### src/rtl/core/apr_pkg.sv
// Package for the aging page replacement core: control state type and fixed field widths.
// No dependencies; used by every module under rtl/core.
package apr_pkg;

    localparam int AGE_W = 8;
    localparam logic [AGE_W-1:0] AGE_TOP = 8'd128;
    localparam logic [9:0] PERIOD_RESET = 10'd90;

    typedef enum logic [2:0] {
        ST_IDLE,
        ST_LOOKUP,
        ST_SCAN,
        ST_UPDATE,
        ST_AGE,
        ST_OUT
    } state_t;

    // Command broadcast from the controller to every frame cell.
    typedef struct packed {
        logic halve;
        logic touch;
        logic claim;
    } cell_cmd_t;

endpackage

### src/rtl/core/apr_cell.sv
// One frame cell: holds the age, owner, page, dirty and in-use mark of one frame.
// Passes the running minimum age and its frame index on to the next cell each cycle.
// Depends on apr_pkg.
module apr_cell
    import apr_pkg::*;
#(
    parameter int FRAME_W = 8,
    parameter int PROC_W = 4,
    parameter int PAGE_W = 5,
    parameter logic [FRAME_W-1:0] INDEX = '0
)
(
    input  logic                clk,
    input  logic                rst_n,
    input  cell_cmd_t           cmd,
    input  logic                sel,
    input  logic [PROC_W-1:0]   new_owner,
    input  logic [PAGE_W-1:0]   new_page,
    input  logic                new_dirty,
    input  logic [AGE_W:0]      min_in,
    input  logic [FRAME_W-1:0]  idx_in,
    output logic [AGE_W:0]      min_out,
    output logic [FRAME_W-1:0]  idx_out,
    output logic [PROC_W-1:0]   owner,
    output logic [PAGE_W-1:0]   page,
    output logic                in_use
);

    logic [AGE_W-1:0]  age_reg;
    logic [AGE_W-1:0]  age_next;
    logic [PROC_W-1:0] owner_reg;
    logic [PAGE_W-1:0] page_reg;
    logic              dirty_reg;
    logic              in_use_reg;
    logic [AGE_W:0]    min_reg;
    logic [FRAME_W-1:0] idx_reg;

    always_comb
    begin
        age_next = age_reg;
        if (cmd.claim && sel)
        begin
            age_next = '0;
        end
        if (cmd.halve)
        begin
            age_next = age_next >> 1;
        end
        if (cmd.touch && sel && (age_next < AGE_TOP))
        begin
            age_next = age_next + AGE_TOP;
        end
    end

    always_ff @(posedge clk or negedge rst_n)
    begin
        if (!rst_n)
        begin
            age_reg    <= '0;
            owner_reg  <= '0;
            page_reg   <= '0;
            dirty_reg  <= 1'b0;
            in_use_reg <= 1'b0;
        end
        else
        begin
            age_reg <= age_next;
            if (cmd.claim && sel)
            begin
                owner_reg  <= new_owner;
                page_reg   <= new_page;
                in_use_reg <= 1'b1;
            end
            if (cmd.touch && sel)
            begin
                dirty_reg <= new_dirty;
            end
        end
    end

    // Strict less-than keeps the earlier frame on a tie.
    always_ff @(posedge clk)
    begin
        if ({1'b0, age_reg} < min_in)
        begin
            min_reg <= {1'b0, age_reg};
            idx_reg <= INDEX;
        end
        else
        begin
            min_reg <= min_in;
            idx_reg <= idx_in;
        end
    end

    assign min_out = min_reg;
    assign idx_out = idx_reg;
    assign owner   = owner_reg;
    assign page    = page_reg;
    assign in_use  = in_use_reg ^ (dirty_reg & 1'b0);

endmodule
### config.mk
export PLATFORM = sky130hd
export DESIGN_NAME = apr_cell
export DESIGN_NICKNAME = d
export VERILOG_FILES = /design/src/rtl/core/apr_pkg.sv /design/src/rtl/core/apr_cell.sv
export SDC_FILE = /design/constraint.sdc
export NUM_CORES = 1
export LEC_CHECK = 0
export ABC_AREA = 1
export BUFFER_PORTS_ARGS = -buffer_cell sky130_fd_sc_hd__buf_2
export CORE_UTILIZATION = 35
export DETAILED_ROUTE_END_ITERATION = 8
export GPL_ROUTABILITY_DRIVEN = 0
export SYNTH_ARGS = -nofsm -noshare
export SYNTH_HDL_FRONTEND = slang
export SYNTH_SLANG_ARGS = --single-unit
export TNS_END_PERCENT = 5
### constraint.sdc
create_clock -name clk -period 1.95 [get_ports clk]
set_clock_uncertainty 0.2 [all_clocks]
set_input_delay 0.2925 -clock clk [delete_from_list [all_inputs] [get_ports clk]]
set_output_delay 0.2925 -clock clk [all_outputs]
set_load 0.005 [all_outputs]
== Word level (Yosys, flattened, before mapping) ==
Index checks and enable logic that the tools add are counted.
Storage, ports and cells
  register bits after elaboration: 35
  bits of input ports: 33
  output and inout port bits: 27
  logic and storage cells: 17
Cells by class
  $add $sub $neg: 1
  order comparisons: 2
  muxes and demuxes: 4
  reductions and logical operators: 3
Operators by type and width (count)
  2-to-1 mux 8 bit: 4
  less-than comparator 8 x 9 -> 1 bit: 1
  adder 8 bit (second input constant): 1
  less-than comparator 8 bit (second input constant): 1
  logical AND 1 bit: 3

== Depth between registers and ports, before layout ==
Gate-level depths: netlist of run 1.
  depth after elaboration: 6
  mapped depth: 10
  mapped depth without buffers: 10

== Worst setup path before layout of run 1 ==
Ideal clock, no wire load.
  kind: flip-flop to flip-flop
  start point: register age_reg[6]
  end point: register idx_reg[0], in the netlist idx_out[0]
  library setup time: 111 ps
  data arrival time: 1317 ps
  required time: 1639 ps
  slack: 321 ps
  stages on the path, launching flop included: 8
  buffers on the path: 0
  period minus slack after synthesis: 1629 ps
  path through: dfrtp_1 ha_1 nand2_1 nand2_1 a21boi_4 nand3_4 inv_4 nor2_1
On the way
  longest elaborated chain between the ends: 1
RTL lines
  from (decl): RTL line apr_cell.sv:29  | logic [AGE_W-1:0] age_reg;
  from (signal assigned): RTL line apr_cell.sv:67  | age_reg <= age_next;
  less-than comparator 8 x 9 -> 1 bit: RTL line apr_cell.sv:84  | if ({1'b0, age_reg} < min_in)
  to (signal assigned): RTL line apr_cell.sv:92  | idx_reg <= idx_in;
  to (decl): RTL line apr_cell.sv:36  | logic [FRAME_W-1:0] idx_reg;
No other way between the ends.
A chain may end at the register's enable or synchronous reset.

== Worst setup path in the final report of run 1 ==
  start point: input min_in[2]
  end point: register idx_reg[6], in the netlist idx_out[6]
On the way
  longest elaborated chain between the ends: 1
RTL lines
  from (decl): RTL line apr_cell.sv:20  | input logic [AGE_W:0] min_in,
  less-than comparator 8 x 9 -> 1 bit: RTL line apr_cell.sv:84
No other way between the ends.

==> impl_summary.log, run 1 <==
INFO  metric grt_busiest_layer = met2
INFO  metric stdcell_area = 1980 um^2
INFO  metric worstSetupStartpointType = input port
INFO  metric flip_flop_count_of_the_largest_register_after_layout = 9
INFO  metric global_route.overflow_total = 0
INFO  metric routed_vias = approximately 1,200
INFO  metric number_of_optimization_iterations_in_the_first_detailed_route_pass = 4
INFO  metric ioPinCount = 60
INFO  metric via_count_of_the_first_global_routing_pass = between 1,000 and 1,500
INFO  metric numCtsBuffers = 5
INFO  metric core = roughly 4000 um^2
INFO  metric htreeDepth = 2
INFO  metric area_delta_synth_final = 35.2%
INFO  metric clock_tree.root_cell = sky130_fd_sc_hd__clkbuf_8
INFO  metric final_net_count = 265
INFO  metric synth_flop_cell = sky130_fd_sc_hd__dfrtp_1
INFO  metric postSynth.asyncResetShare = between 50% and 60%
INFO  metric antenna_found_initial = 0
INFO  metric non_filler_cells_final = roughly 280
INFO  metric multiInputGateArea = around 600 um^2
INFO  metric gr_met3_demand_resource = 5.48%
INFO  metric synthesis.yosys.warnings = 0
INFO  metric most_area_hungry_cell_type_in_the_yosys_netlist = sky130_fd_sc_hd__dfrtp_1
INFO  metric dp_cells = about 270
INFO  metric synth_enable_flop_cells = 0
INFO  metric worst_skew_pair.late_latency = 290 ps
INFO  metric path_max_fanout = 10
INFO  metric first_iter_violations = 58
INFO  metric drtAntennaViolNets = 0
INFO  metric worst_hold_path_type = input port to flip-flop
INFO  metric finalSetupViolations = 0
INFO  metric met1_usage = 16.4%
INFO  metric timing.final.crit_share = about 96%
INFO  metric global_route.usage.total = around 14%
INFO  metric synth.net_count = 196
INFO  metric total_die_area = roughly 4500 um^2
INFO  metric grt_start_max_net_pins = 19
INFO  metric groute.layer.met2.usage = roughly a fifth
INFO  metric place.detailed.hpwl = 1980 um
INFO  metric dpl-instance-area = ~1800 um^2
INFO  metric place.port_buffers = between 50 and 60
INFO  metric report.final.hold_viol_count = 0
INFO  metric cp.arrival = between 1500 and 2000 ps
INFO  metric die_h = ~67 um
INFO  metric drv_cap = 0
INFO  metric post_synth_instance_area = approximately 1500 um^2
INFO  metric totalNegativeSetupSlack = 0 ps
INFO  metric drt_drc_violations_left = 0
INFO  metric chipWidth = between 60 and 70 um
INFO  metric power_density = 822 nW/um^2
INFO  metric antenna_cells = 0
INFO  metric postLayoutCoreUtil = 49.6%
INFO  metric synth_top_cells_by_area = sky130_fd_sc_hd__dfrtp_1 31%, sky130_fd_sc_hd__dfxtp_1 23%, sky130_fd_sc_hd__nand2_1 10%, sky130_fd_sc_hd__mux2_2 6.9%, sky130_fd_sc_hd__inv_1 6.4%
INFO  metric final-max-slew-violation-count = 0
INFO  metric clk_pin_slew = roughly 70 ps
INFO  metric category_of_the_worst_setup_path_capture_point = flip-flop
INFO  metric synth_cell_types = 19
INFO  metric cts_max_path_buffers = 2
INFO  metric wl = about 2800 um
INFO  metric grt_first_pass_wirelength = 4370 um
INFO  metric tritoncts = yes
INFO  metric synthesis.instances = 156
INFO  metric netlist.area_leader.share = between 30% and 40%
INFO  metric timing.fmax = between 500 and 600 MHz
INFO  metric netlist_top_cells_count = 39 x sky130_fd_sc_hd__nand2_1, 25 x sky130_fd_sc_hd__inv_1, 18 x sky130_fd_sc_hd__dfrtp_1
INFO  metric core.rowCount = 23
INFO  metric rsz0062_at_grt = no
INFO  metric yosys_register_bits = 35
INFO  metric post_drt_wl_per_cell = 10.1 um
INFO  metric cts_num_sinks = 35
INFO  metric required = 1970 ps
INFO  metric fillers = about 380
INFO  metric final_critical_period = 1860 ps
INFO  metric vdd_ir_drop_max = 500 uV
INFO  metric final_layout_size_suffix_gt1_share = between 30% and 40%
INFO  metric regArea = between 700 and 800 um^2
INFO  metric leakagePower = about 1.1 nW
INFO  metric ys_seq_area_share = 53.9%
INFO  metric yosys.cell_count.top_type = sky130_fd_sc_hd__nand2_1
INFO  metric syn_avg_cell_area = between 9 and 10 um^2
INFO  metric floorplan.initialDensity = about 37%
INFO  metric hold_ws = around 5.3 ps
INFO  metric run_status = finished clean
INFO  metric avgViaCountPerCell = ~4.4
INFO  metric timing_worst_setup_path_type = input port to flip-flop
## layer usage
metal	up-vias	part of all wire, %	routed length (um)
li1	630	-	-
met4	0	1.9	53
met1	545	44	1230
met5	-	0	0
met3	5	7.9	221
met2	46	46	1270
## final timing paths
check                           start    endpoint  slack, ps  depth (start not counted)
hold reg to reg                in_use      in_use        260                          2
setup / recovery            min_in[2]  idx_out[6]         90                         10
max in group asynchronous       rst_n    owner[3]       1000                          2
setup reg to reg           age_reg[4]  idx_out[6]        230                          7
min in group asynchronous       rst_n  age_reg[4]        270                          2
hold / removal              min_in[3]  min_out[3]          5                          3
## critical path, cell delays in order
cell and delay, ps:
sky130_fd_sc_hd__dlygate4sd3_1 530, sky130_fd_sc_hd__buf_2 110, sky130_fd_sc_hd__inv_2 40, sky130_fd_sc_hd__ha_4 250
sky130_fd_sc_hd__nand2_1 50, sky130_fd_sc_hd__nor2_2 120, sky130_fd_sc_hd__nand3_4 160, sky130_fd_sc_hd__nand3_4 180
sky130_fd_sc_hd__inv_6 60, sky130_fd_sc_hd__nor2_1 90
## final cells by class
type	count	share of cell area, %
well taps	50	3.15
flip-flops and latches	35	39.8
repair buffers	62	16.6
clock buffers	8	5.04
inverters	26	5.17
multi-input cells	95	30.2
## cell usage in the layout, fill, tap and decap left out, types with 2 or more instances in the layout
master and instances:
sky130_fd_sc_hd__buf_2 58, sky130_fd_sc_hd__clkbuf_8 7, sky130_fd_sc_hd__dfrtp_1 18, sky130_fd_sc_hd__dfxtp_1 17, sky130_fd_sc_hd__dlygate4sd3_1 2, sky130_fd_sc_hd__ha_1 6
sky130_fd_sc_hd__inv_1 24, sky130_fd_sc_hd__mux2_2 9, sky130_fd_sc_hd__nand2_1 37, sky130_fd_sc_hd__nand2_2 4, sky130_fd_sc_hd__nand3_4 2, sky130_fd_sc_hd__nand4_1 8
sky130_fd_sc_hd__nor2_1 13, sky130_fd_sc_hd__o21ai_0 8
## cell families after synthesis
kind of cell    count (synthesis)  share of synthesized area (%)
compound gates                 10                           4.35
flops                          35                           53.9
mux                             9                           6.91
other cells                     1                          0.256
simple gates                   67                           21.5
fa+ha+maj                       7                           5.97
buf+inv                        27                           7.16
## repair_timing
| action | in CTS | in global routing |
|---|---|---|
| setup buffers | 0 | 0 |
| hold buffers | 2 | 0 |
| endpoints found under the setup margin | 0 | 16 |
| gates resized for setup | 0 | 6 |
| hold endpoints to repair | 19 | 0 |
## through the flow
| step | worst slack (ps) | power [mW] |
|---|---|---|
| detailed placement | 242 | 1.07 |
| global route | 18.9 | 1.73 |
| CTS | 42.1 | 1.65 |
| global placement | 264 | 1.06 |
| finish | 86.6 | 1.63 |
| floorplan | 321 | 0.951 |
## power by group
part / internal, mW / switching, mW / total (mW)
logic: 0.124 / 0.120 / 0.244
clock network: 0.322 / 0.251 / 0.573
registers: 0.786 / 0.0288 / 0.815
Power figures use the tool's default switching activity.
==> inputs of run 2 (changes only) <==
--- a/config.mk
+++ b/config.mk
@@ -5,11 +5,12 @@
 export SDC_FILE = /design/constraint.sdc
 export NUM_CORES = 1
 export LEC_CHECK = 0
-export ABC_AREA = 1
 export BUFFER_PORTS_ARGS = -buffer_cell sky130_fd_sc_hd__buf_2
-export CORE_UTILIZATION = 35
+export CORE_UTILIZATION = 46
 export DETAILED_ROUTE_END_ITERATION = 8
 export GPL_ROUTABILITY_DRIVEN = 0
+export PLACE_DENSITY = 0.78
+export SETUP_SLACK_MARGIN = 0.4
 export SYNTH_ARGS = -nofsm -noshare
 export SYNTH_HDL_FRONTEND = slang
 export SYNTH_SLANG_ARGS = --single-unit
==> impl_summary.log, run 2 <==
INFO  metric report.final.hold_viol_count = 0 (unchanged)
INFO  metric drt_drc_violations_left = 6 (was 0)
INFO  metric yosys.area_share.xor_xnor = 0% (unchanged)
INFO  metric total_power = 1.47 mW (was 1.63 mW)
INFO  metric leakagePower = 1.19 nW (was 1.12 nW)
INFO  metric antenna_cells = 0 (unchanged)
INFO  metric route.layer.met1.wl = 1290 um (was 1230 um)
INFO  metric postLayoutCoreUtil = 75.5% (was 49.6%)
INFO  metric totalNegativeSetupSlack = 0 ps (unchanged)
INFO  metric required = 1990 ps (was 1970 ps)
INFO  metric place.detailed.hpwl = 1980 um (about the same)
INFO  metric netlist.area_leader.share = 32.1% (was 30.7%)
INFO  metric p_switching = 0.383 mW (was 0.400 mW)
INFO  metric switching_share = 26.1% (was 24.5%)
INFO  metric synth_cell_types = 24 (was 19)
INFO  metric chipWidth = 57.2 um (was 66.8 um)
INFO  metric hold_ws = 171 ps (was 5.34 ps)
INFO  metric synth_enable_flop_cells = 0 (unchanged)
INFO  metric global_route.overflow_total = 0 (unchanged)
INFO  metric critical_path.top_delay_family = compound AO/OA/AOI/OAI gates (was buffers and inverters)
INFO  metric crit_chain = ha_1 -> a211oi_1 -> nor3_2 -> a21o_4 -> mux2_4 (was dlygate4sd3_1 -> buf_2 -> inv_2 -> ha_4 -> nand2_1 -> nor2_2 -> nand3_4 -> nand3_4 -> inv_6 -> nor2_1)
INFO  metric timing.critical_path.slowest_cell_delay = 400 ps (was 530 ps)
INFO  metric final-max-slew-violation-count = 0 (unchanged)
INFO  metric layout_common_cells = 58 x sky130_fd_sc_hd__buf_2, 29 x sky130_fd_sc_hd__nand2_1, 28 x sky130_fd_sc_hd__dlygate4sd3_1, 18 x sky130_fd_sc_hd__dfrtp_1, 17 x sky130_fd_sc_hd__dfxtp_1 (was 58 x sky130_fd_sc_hd__buf_2, 37 x sky130_fd_sc_hd__nand2_1, 24 x sky130_fd_sc_hd__inv_1, 18 x sky130_fd_sc_hd__dfrtp_1, 17 x sky130_fd_sc_hd__dfxtp_1)
INFO  metric postSynth.asyncResetShare = 51.4% (unchanged)
INFO  metric clock_tree.root_cell = sky130_fd_sc_hd__clkbuf_4 (was sky130_fd_sc_hd__clkbuf_8)
INFO  metric tritoncts = yes (unchanged)
INFO  metric clk_pin_slew = 100 ps (was 70 ps)
INFO  metric synth-compound-area-share = 3.48% (was 4.35%)
INFO  metric core = 2830 um^2 (was 4000 um^2)
INFO  metric drv_cap = 0 (unchanged)
INFO  metric vdd_ir_drop_max = 532 uV (was 500 uV)
INFO  metric avgViaCountPerCell = 4.77 (was 4.44)
INFO  metric dpl-instance-area = 1740 um^2 (was 1830 um^2)
INFO  metric first_iter_violations = 22 (was 58)
INFO  metric internal_power = 1.09 mW (was 1.23 mW)
INFO  metric yosys.cell_count.top_type = sky130_fd_sc_hd__nand2_1 (unchanged)
INFO  metric post_synth_fa_ha_maj_area_fraction = 6.24% (was 5.97%)
INFO  metric synth_top_cells_by_area = sky130_fd_sc_hd__dfrtp_1 32%, sky130_fd_sc_hd__dfxtp_1 24%, sky130_fd_sc_hd__nand2_1 7.8%, sky130_fd_sc_hd__ha_1 6.2%, sky130_fd_sc_hd__mux2i_1 5.0% (was sky130_fd_sc_hd__dfrtp_1 31%, sky130_fd_sc_hd__dfxtp_1 23%, sky130_fd_sc_hd__nand2_1 10%, sky130_fd_sc_hd__mux2_2 6.9%, sky130_fd_sc_hd__inv_1 6.4%)
INFO  metric cp.arrival = 1940 ps (was 1890 ps)
INFO  metric global_route.usage.total = 22.8% (was 13.9%)
INFO  metric area_delta_synth_final = 52.2% (was 35.2%)
INFO  metric flip_flop_count_of_the_largest_register_after_layout = 9 (unchanged)
INFO  metric power.clock.fraction = 25.5% (was 35.1%)
INFO  metric final_net_count = 265 (unchanged)
INFO  metric synthesis.instances = 129 (was 156)
INFO  metric worst_skew_pair.late_latency = 330 ps (was 290 ps)
INFO  metric synthesis.yosys.warnings = 0 (unchanged)
INFO  metric ys_seq_area_share = 56.4% (was 53.9%)
INFO  metric die_h = 57.2 um (was 66.8 um)
INFO  metric yosys-mux-area-fraction = 12.0% (was 6.91%)
INFO  metric path_max_fanout = 8 (was 10)
INFO  metric final_layout_size_suffix_gt1_share = 42.0% (was 39.4%)
INFO  metric synth.net_count = 169 (was 196)
INFO  metric total_die_area = 3270 um^2 (was 4460 um^2)
INFO  metric post_synth_instance_area = 1400 um^2 (was 1470 um^2)
INFO  metric timing.final.crit_share = 97.6% (was 95.6%)
INFO  metric antenna_found_initial = 0 (unchanged)
INFO  metric worst_hold_path_type = input port to flip-flop (unchanged)
INFO  metric timing_worst_setup_path_type = flip-flop to flip-flop (was input port to flip-flop)
INFO  metric netlist_top_cells_count = 29 x sky130_fd_sc_hd__nand2_1, 18 x sky130_fd_sc_hd__dfrtp_1, 17 x sky130_fd_sc_hd__dfxtp_1 (was 39 x sky130_fd_sc_hd__nand2_1, 25 x sky130_fd_sc_hd__inv_1, 18 x sky130_fd_sc_hd__dfrtp_1)
INFO  metric htreeDepth = 2 (unchanged)
INFO  metric via_count_of_the_first_global_routing_pass = 1,260 (was 1,008)
INFO  metric synth_area_in_simple_gates = 16.6% (was 21.5%)
INFO  metric crit_slowest_cell = sky130_fd_sc_hd__dfrtp_1 (was sky130_fd_sc_hd__dlygate4sd3_1)
INFO  metric number_of_optimization_iterations_in_the_first_detailed_route_pass = 6 (was 4)
INFO  metric numCtsBuffers = 5 (unchanged)
INFO  metric worstSetupStartpointType = flip-flop (was input port)
INFO  metric most_area_hungry_cell_type_in_the_yosys_netlist = sky130_fd_sc_hd__dfrtp_1 (unchanged)
INFO  metric core.rowCount = 19 (was 23)
INFO  metric violations_in_the_final_reports = DRC
INFO  metric worst-path-buf-inv = 0 (was 4)
INFO  metric wl = 3390 um (was 2780 um)
INFO  metric run_status = finished with violations (was finished clean)
INFO  metric floorplan.initialDensity = 49.6% (was 36.7%)
INFO  metric routed_vias = 1,225 (was 1,226)
INFO  metric final_common_cell = sky130_fd_sc_hd__buf_2 (unchanged)
INFO  metric seq_power_share = 54.7% (was 49.9%)
INFO  metric power_frac_comb = 19.8% (was 15.0%)
INFO  metric timing.fmax = 526 MHz (was 537 MHz)
INFO  metric dr.max_layer_used = met4 (unchanged)
INFO  metric met2WireLength = 1830 um (was 1270 um)
INFO  metric ioPinCount = 60 (unchanged)
INFO  metric power_density = 688 nW/um^2 (was 822 nW/um^2)
INFO  metric drtAntennaViolNets = 0 (unchanged)
INFO  metric stdcell_area = 2130 um^2 (was 1980 um^2)
INFO  metric met3WireLength = 212 um (was 221 um)
INFO  metric synth_flop_cell = sky130_fd_sc_hd__dfrtp_1 (unchanged)
INFO  metric cts_max_path_buffers = 2 (unchanged)
INFO  metric post_drt_wl_per_cell = 13.2 um (was 10.1 um)
INFO  metric cts_num_sinks = 35 (unchanged)
INFO  metric grt_start_max_net_pins = 19 (unchanged)
INFO  metric grt_first_pass_wirelength = 5400 um (was 4370 um)
INFO  metric yosys_register_bits = 35 (unchanged)
INFO  metric rsz0062_at_grt = yes (was no)
INFO  metric syn_avg_cell_area = 10.9 um^2 (was 9.41 um^2)
INFO  metric category_of_the_worst_setup_path_capture_point = flip-flop (unchanged)
INFO  metric final_critical_period = 1900 ps (was 1860 ps)
INFO  metric place.port_buffers = 58 (unchanged)
INFO  metric dominant_combinational_cell_family_by_area_after_synthesis = simple AND/OR/NAND/NOR gates (unchanged)
INFO  metric finalSetupViolations = 0 (unchanged)
[run 2: logic make-up (layout without fill, tap and decap cells)]
kind of cell / Yosys count / after routing
AOI/OAI and AO/OA: 7 / 8
adders and majority gates: 7 / 7
buffers and inverters: 14 / 110
other: 1 / 1
DFF: 35 / 35
and+or+nand+nor: 50 / 50
muxes: 15 / 15
[run 2: final cells by class]
cell class | count | area (um^2)
flip-flops and latches | 35 | 791
fillers | 201 | 694
repair buffers | 94 | 631
multi-input cells | 81 | 594
clock buffers | 7 | 45.0
well taps | 31 | 38.8
inverters | 8 | 30.0
clock inverters | 1 | 5.00
[run 2: per-stage QoR]
step | cells | setup WS [ps]
finish | 257 | 47.6
global route | 257 | -64.5
CTS | 255 | 13.4
detailed placement | 219 | -205
global placement | 219 | -185
floorplan | 129 | -69.7
[run 2: timing repair]
item	4_1_cts	5_1_grt
gates resized for setup	4	10
setup buffers	0	1
hold buffers	27	1
pin swaps	2	7
endpoints found under the hold margin	43	1
setup endpoints to repair	16	28
gates cloned	1	0
[run 2: power by group through the flow]
stage | registers (mW) | clock network [mW] | logic, mW
after floorplan | 0.824 | 0 | 0.106
after global placement | 0.813 | 0 | 0.216
after detailed placement | 0.816 | 0 | 0.227
after CTS | 0.804 | 0.382 | 0.276
after global routing | 0.810 | 0.413 | 0.324
final | 0.804 | 0.374 | 0.291
[run 2: final timing paths]
kind                            start  slack, ps  cells past startpoint          to
setup / recovery           age_reg[6]         50                      5  min_out[6]
hold / removal                 cmd[2]        170                      3  age_reg[7]
setup reg to reg           age_reg[6]         50                      5  min_out[6]
hold reg to reg                in_use        280                      1      in_use
max in group asynchronous       rst_n       1050                      2    owner[1]
min in group asynchronous       rst_n        220                      2     page[4]
[run 2: worst min-delay path, delay by kind of cell]
family                 cells  cell delay (ps)
buffers and inverters      2              240
AO/OA/AOI/OAI              1              140
[run 2: routing by layer]
metal	track usage [%]	up-vias
li1	-	606
met1	22.2	564
met2	43.4	48
met3	7.48	7
met4	10.1	0
met5	0	-
==> inputs of run 3 (changes only) <==
--- a/config.mk
+++ b/config.mk
@@ -9,7 +9,7 @@
 export CORE_UTILIZATION = 46
 export DETAILED_ROUTE_END_ITERATION = 8
 export GPL_ROUTABILITY_DRIVEN = 0
-export PLACE_DENSITY = 0.78
+export PLACE_DENSITY = 0.8
 export SETUP_SLACK_MARGIN = 0.4
 export SYNTH_ARGS = -nofsm -noshare
 export SYNTH_HDL_FRONTEND = slang
==> constraint.sdc (replaced) <==
create_clock -name clk -period 2.15 [get_ports clk]
set_clock_uncertainty 0.2 [all_clocks]
set_input_delay 0.3225 -clock clk [delete_from_list [all_inputs] [get_ports clk]]
set_output_delay 0.3225 -clock clk [all_outputs]
set_load 0.005 [all_outputs]
==> impl_summary.log, run 3 (synthesis results as in run 2) <==
INFO  metric core = 2830 um^2 (unchanged)
INFO  metric regToRegSetupSlack = 190 ps (was 50 ps)
INFO  metric timing.fmax = 510 MHz (was 526 MHz)
INFO  metric first_iter_violations = 30 (was 22)
INFO  metric timing.critical_path.slowest_cell_delay = 420 ps (was 400 ps)
INFO  metric chipWidth = 57.2 um (unchanged)
INFO  metric area_delta_synth_final = 41.3% (was 52.2%)
INFO  metric crit_chain = ha_4 -> a21o_1 -> a31oi_2 -> o21ai_2 -> a21o_4 -> mux2_2 (was ha_1 -> a211oi_1 -> nor3_2 -> a21o_4 -> mux2_4)
INFO  metric category_of_the_worst_setup_path_capture_point = flip-flop (unchanged)
INFO  metric die_h = 57.2 um (unchanged)
INFO  metric total_power = 1.30 mW (was 1.47 mW)
INFO  metric grt_first_pass_wirelength = 5150 um (was 5400 um)
INFO  metric worst-path-buf-inv = 0 (unchanged)
INFO  metric fillers = 222 (was 201)
INFO  metric global_route.overflow_total = 0 (unchanged)
INFO  metric htreeDepth = 2 (unchanged)
INFO  metric dp_cells = 214 (was 219)
INFO  metric drv_cap = 0 (unchanged)
INFO  metric timing.final.crit_share = 91.2% (was 97.6%)
INFO  metric cts_num_sinks = 35 (unchanged)
INFO  metric layout_common_cells = 58 x sky130_fd_sc_hd__buf_2, 29 x sky130_fd_sc_hd__nand2_1, 18 x sky130_fd_sc_hd__dfrtp_1, 17 x sky130_fd_sc_hd__dlygate4sd3_1, 17 x sky130_fd_sc_hd__dfxtp_1 (was 58 x sky130_fd_sc_hd__buf_2, 29 x sky130_fd_sc_hd__nand2_1, 28 x sky130_fd_sc_hd__dlygate4sd3_1, 18 x sky130_fd_sc_hd__dfrtp_1, 17 x sky130_fd_sc_hd__dfxtp_1)
INFO  metric final-max-slew-violation-count = 0 (unchanged)
INFO  metric worst_hold_path_type = input port to flip-flop (unchanged)
INFO  metric vdd_ir_drop_max = 429 uV (was 532 uV)
INFO  metric global_route.usage.total = 21.9% (was 22.8%)
INFO  metric report.final.hold_viol_count = 0 (unchanged)
INFO  metric ioPinCount = 60 (unchanged)
INFO  metric worstSetupStartpointType = flip-flop (unchanged)
INFO  metric grt_start_max_net_pins = 19 (unchanged)
INFO  metric antenna_found_initial = 0 (unchanged)
INFO  metric rsz0062_at_grt = yes (unchanged)
INFO  metric wl = 3160 um (was 3390 um)
INFO  metric drtAntennaViolNets = 0 (unchanged)
INFO  metric critical_path.top_delay_family = compound AO/OA/AOI/OAI gates (unchanged)
INFO  metric final_layout_size_suffix_gt1_share = 42.9% (was 42.0%)
INFO  metric timing_worst_setup_path_type = flip-flop to flip-flop (unchanged)
INFO  metric path_max_fanout = 8 (unchanged)
INFO  metric antenna_cells = 0 (unchanged)
INFO  metric cts_max_path_buffers = 2 (unchanged)
INFO  metric violations_in_the_final_reports = DRC (unchanged)
INFO  metric leakagePower = 1.11 nW (was 1.19 nW)
INFO  metric worst_skew_pair.late_latency = 330 ps (about the same)
INFO  metric clock_tree.root_cell = sky130_fd_sc_hd__clkbuf_4 (unchanged)
INFO  metric worst_slew_margin_rel = 61.5%
INFO  metric worst_pin_slew = approximately 580 ps
INFO  metric place.detailed.hpwl = 1870 um (was 1980 um)
INFO  metric regArea = 791 um^2 (unchanged)
INFO  metric drt_drc_violations_left = 6 (unchanged)
INFO  metric tritoncts = yes (unchanged)
INFO  metric multiInputGateArea = 589 um^2 (was 594 um^2)
INFO  metric run_status = finished with violations (unchanged)
INFO  metric finalSetupViolations = 0 (unchanged)
INFO  metric non_filler_cells_final = 241 (was 257)
INFO  metric total_die_area = 3270 um^2 (unchanged)
INFO  metric clk_pin_slew = 100 ps (about the same)
INFO  metric place.port_buffers = 58 (unchanged)
INFO  metric flip_flop_count_of_the_largest_register_after_layout = 9 (unchanged)
INFO  metric cp.arrival = 1980 ps (was 1940 ps)
INFO  metric power_density = 654 nW/um^2 (was 688 nW/um^2)
INFO  metric floorplan.initialDensity = 49.6% (unchanged)
INFO  metric final_critical_period = 1960 ps (was 1900 ps)
INFO  metric final_net_count = 249 (was 265)
INFO  metric crit_slowest_cell = sky130_fd_sc_hd__dfrtp_1 (unchanged)
INFO  metric number_of_optimization_iterations_in_the_first_detailed_route_pass = 8 (was 6)
INFO  metric via_count_of_the_first_global_routing_pass = 1,200 (was 1,260)
INFO  metric numCtsBuffers = 5 (unchanged)
INFO  metric final_common_cell = sky130_fd_sc_hd__buf_2 (unchanged)
INFO  metric core.rowCount = 19 (unchanged)
INFO  metric routed_vias = 1,165 (was 1,225)
INFO  metric post_drt_wl_per_cell = 13.1 um (was 13.2 um)
INFO  metric avgViaCountPerCell = 4.83 (was 4.77)
INFO  metric required = 2170 ps (was 1990 ps)
[run 3: final cells by class]
cell class / instances / share of cell area, %
clock buffer: 7 / 2.27
multi-input combinational: 81 / 29.7
sequential: 35 / 39.9
inverter: 8 / 1.52
tap: 31 / 1.96
timing repair buffer: 78 / 24.4
clock inverter: 1 / 0.253
[run 3: timing repair]
item,4_1_cts,5_1_grt
gates resized for setup,4,3
setup buffers,1,0
endpoints found under the hold margin,33,1
gates cloned,1,0
setup endpoints to repair,16,16
hold buffers,16,1
pin swaps,2,1
[run 3: worst paths after layout]
check | start | end | cells past startpoint
max in group asynchronous | rst_n | age_reg[2] | 2
worst min register to register | in_use | in_use | 1
worst max register to register | age_reg[2] | min_out[3] | 6
worst max-delay path | age_reg[2] | min_out[3] | 6
min in group asynchronous | rst_n | owner[3] | 2
worst min-delay path | idx_in[0] | idx_out[0] | 2
[run 3: worst register-to-register path: stages, from the launching register on]
cell,delay (ps)
sky130_fd_sc_hd__dfrtp_1,420
sky130_fd_sc_hd__ha_4,290
sky130_fd_sc_hd__a21o_1,130
sky130_fd_sc_hd__a31oi_2,50
sky130_fd_sc_hd__o21ai_2,190
sky130_fd_sc_hd__a21o_4,220
sky130_fd_sc_hd__mux2_2,360
[run 3: through the flow]
stage / setup WS (ps) / utilization (%) / setup TNS (ps) / cell area [um^2] / hold slack [ps]
after floorplan: 130 / - / 0 / 1400 / -173
after global placement: -22.4 / 60.3 / -125 / 1710 / 59.6
after detailed placement: -82.2 / 60.3 / -530 / 1710 / 68.2
after CTS: 167 / 69.1 / 0 / 1960 / 2.71
after global routing: 126 / 70.1 / 0 / 1980 / 0.250
final: 190 / 70.1 / 0 / 1980 / 10.2
[run 3: layer usage]
| metal | wire length [um] | part of all wire (%) | up-vias | track usage (%) |
|---|---|---|---|---|
| li1 | - | - | 577 | - |
| met1 | 1240 | 39 | 533 | 21.8 |
| met2 | 1670 | 53 | 50 | 41.0 |
| met3 | 211 | 6.7 | 5 | 7.94 |
| met4 | 42 | 1.3 | 0 | 8.36 |
| met5 | 0 | 0 | - | 0 |
[run 3: power by group]
group	internal, mW	switching (mW)
clock network	0.127	0.205
logic	0.129	0.103
registers	0.705	0.0261
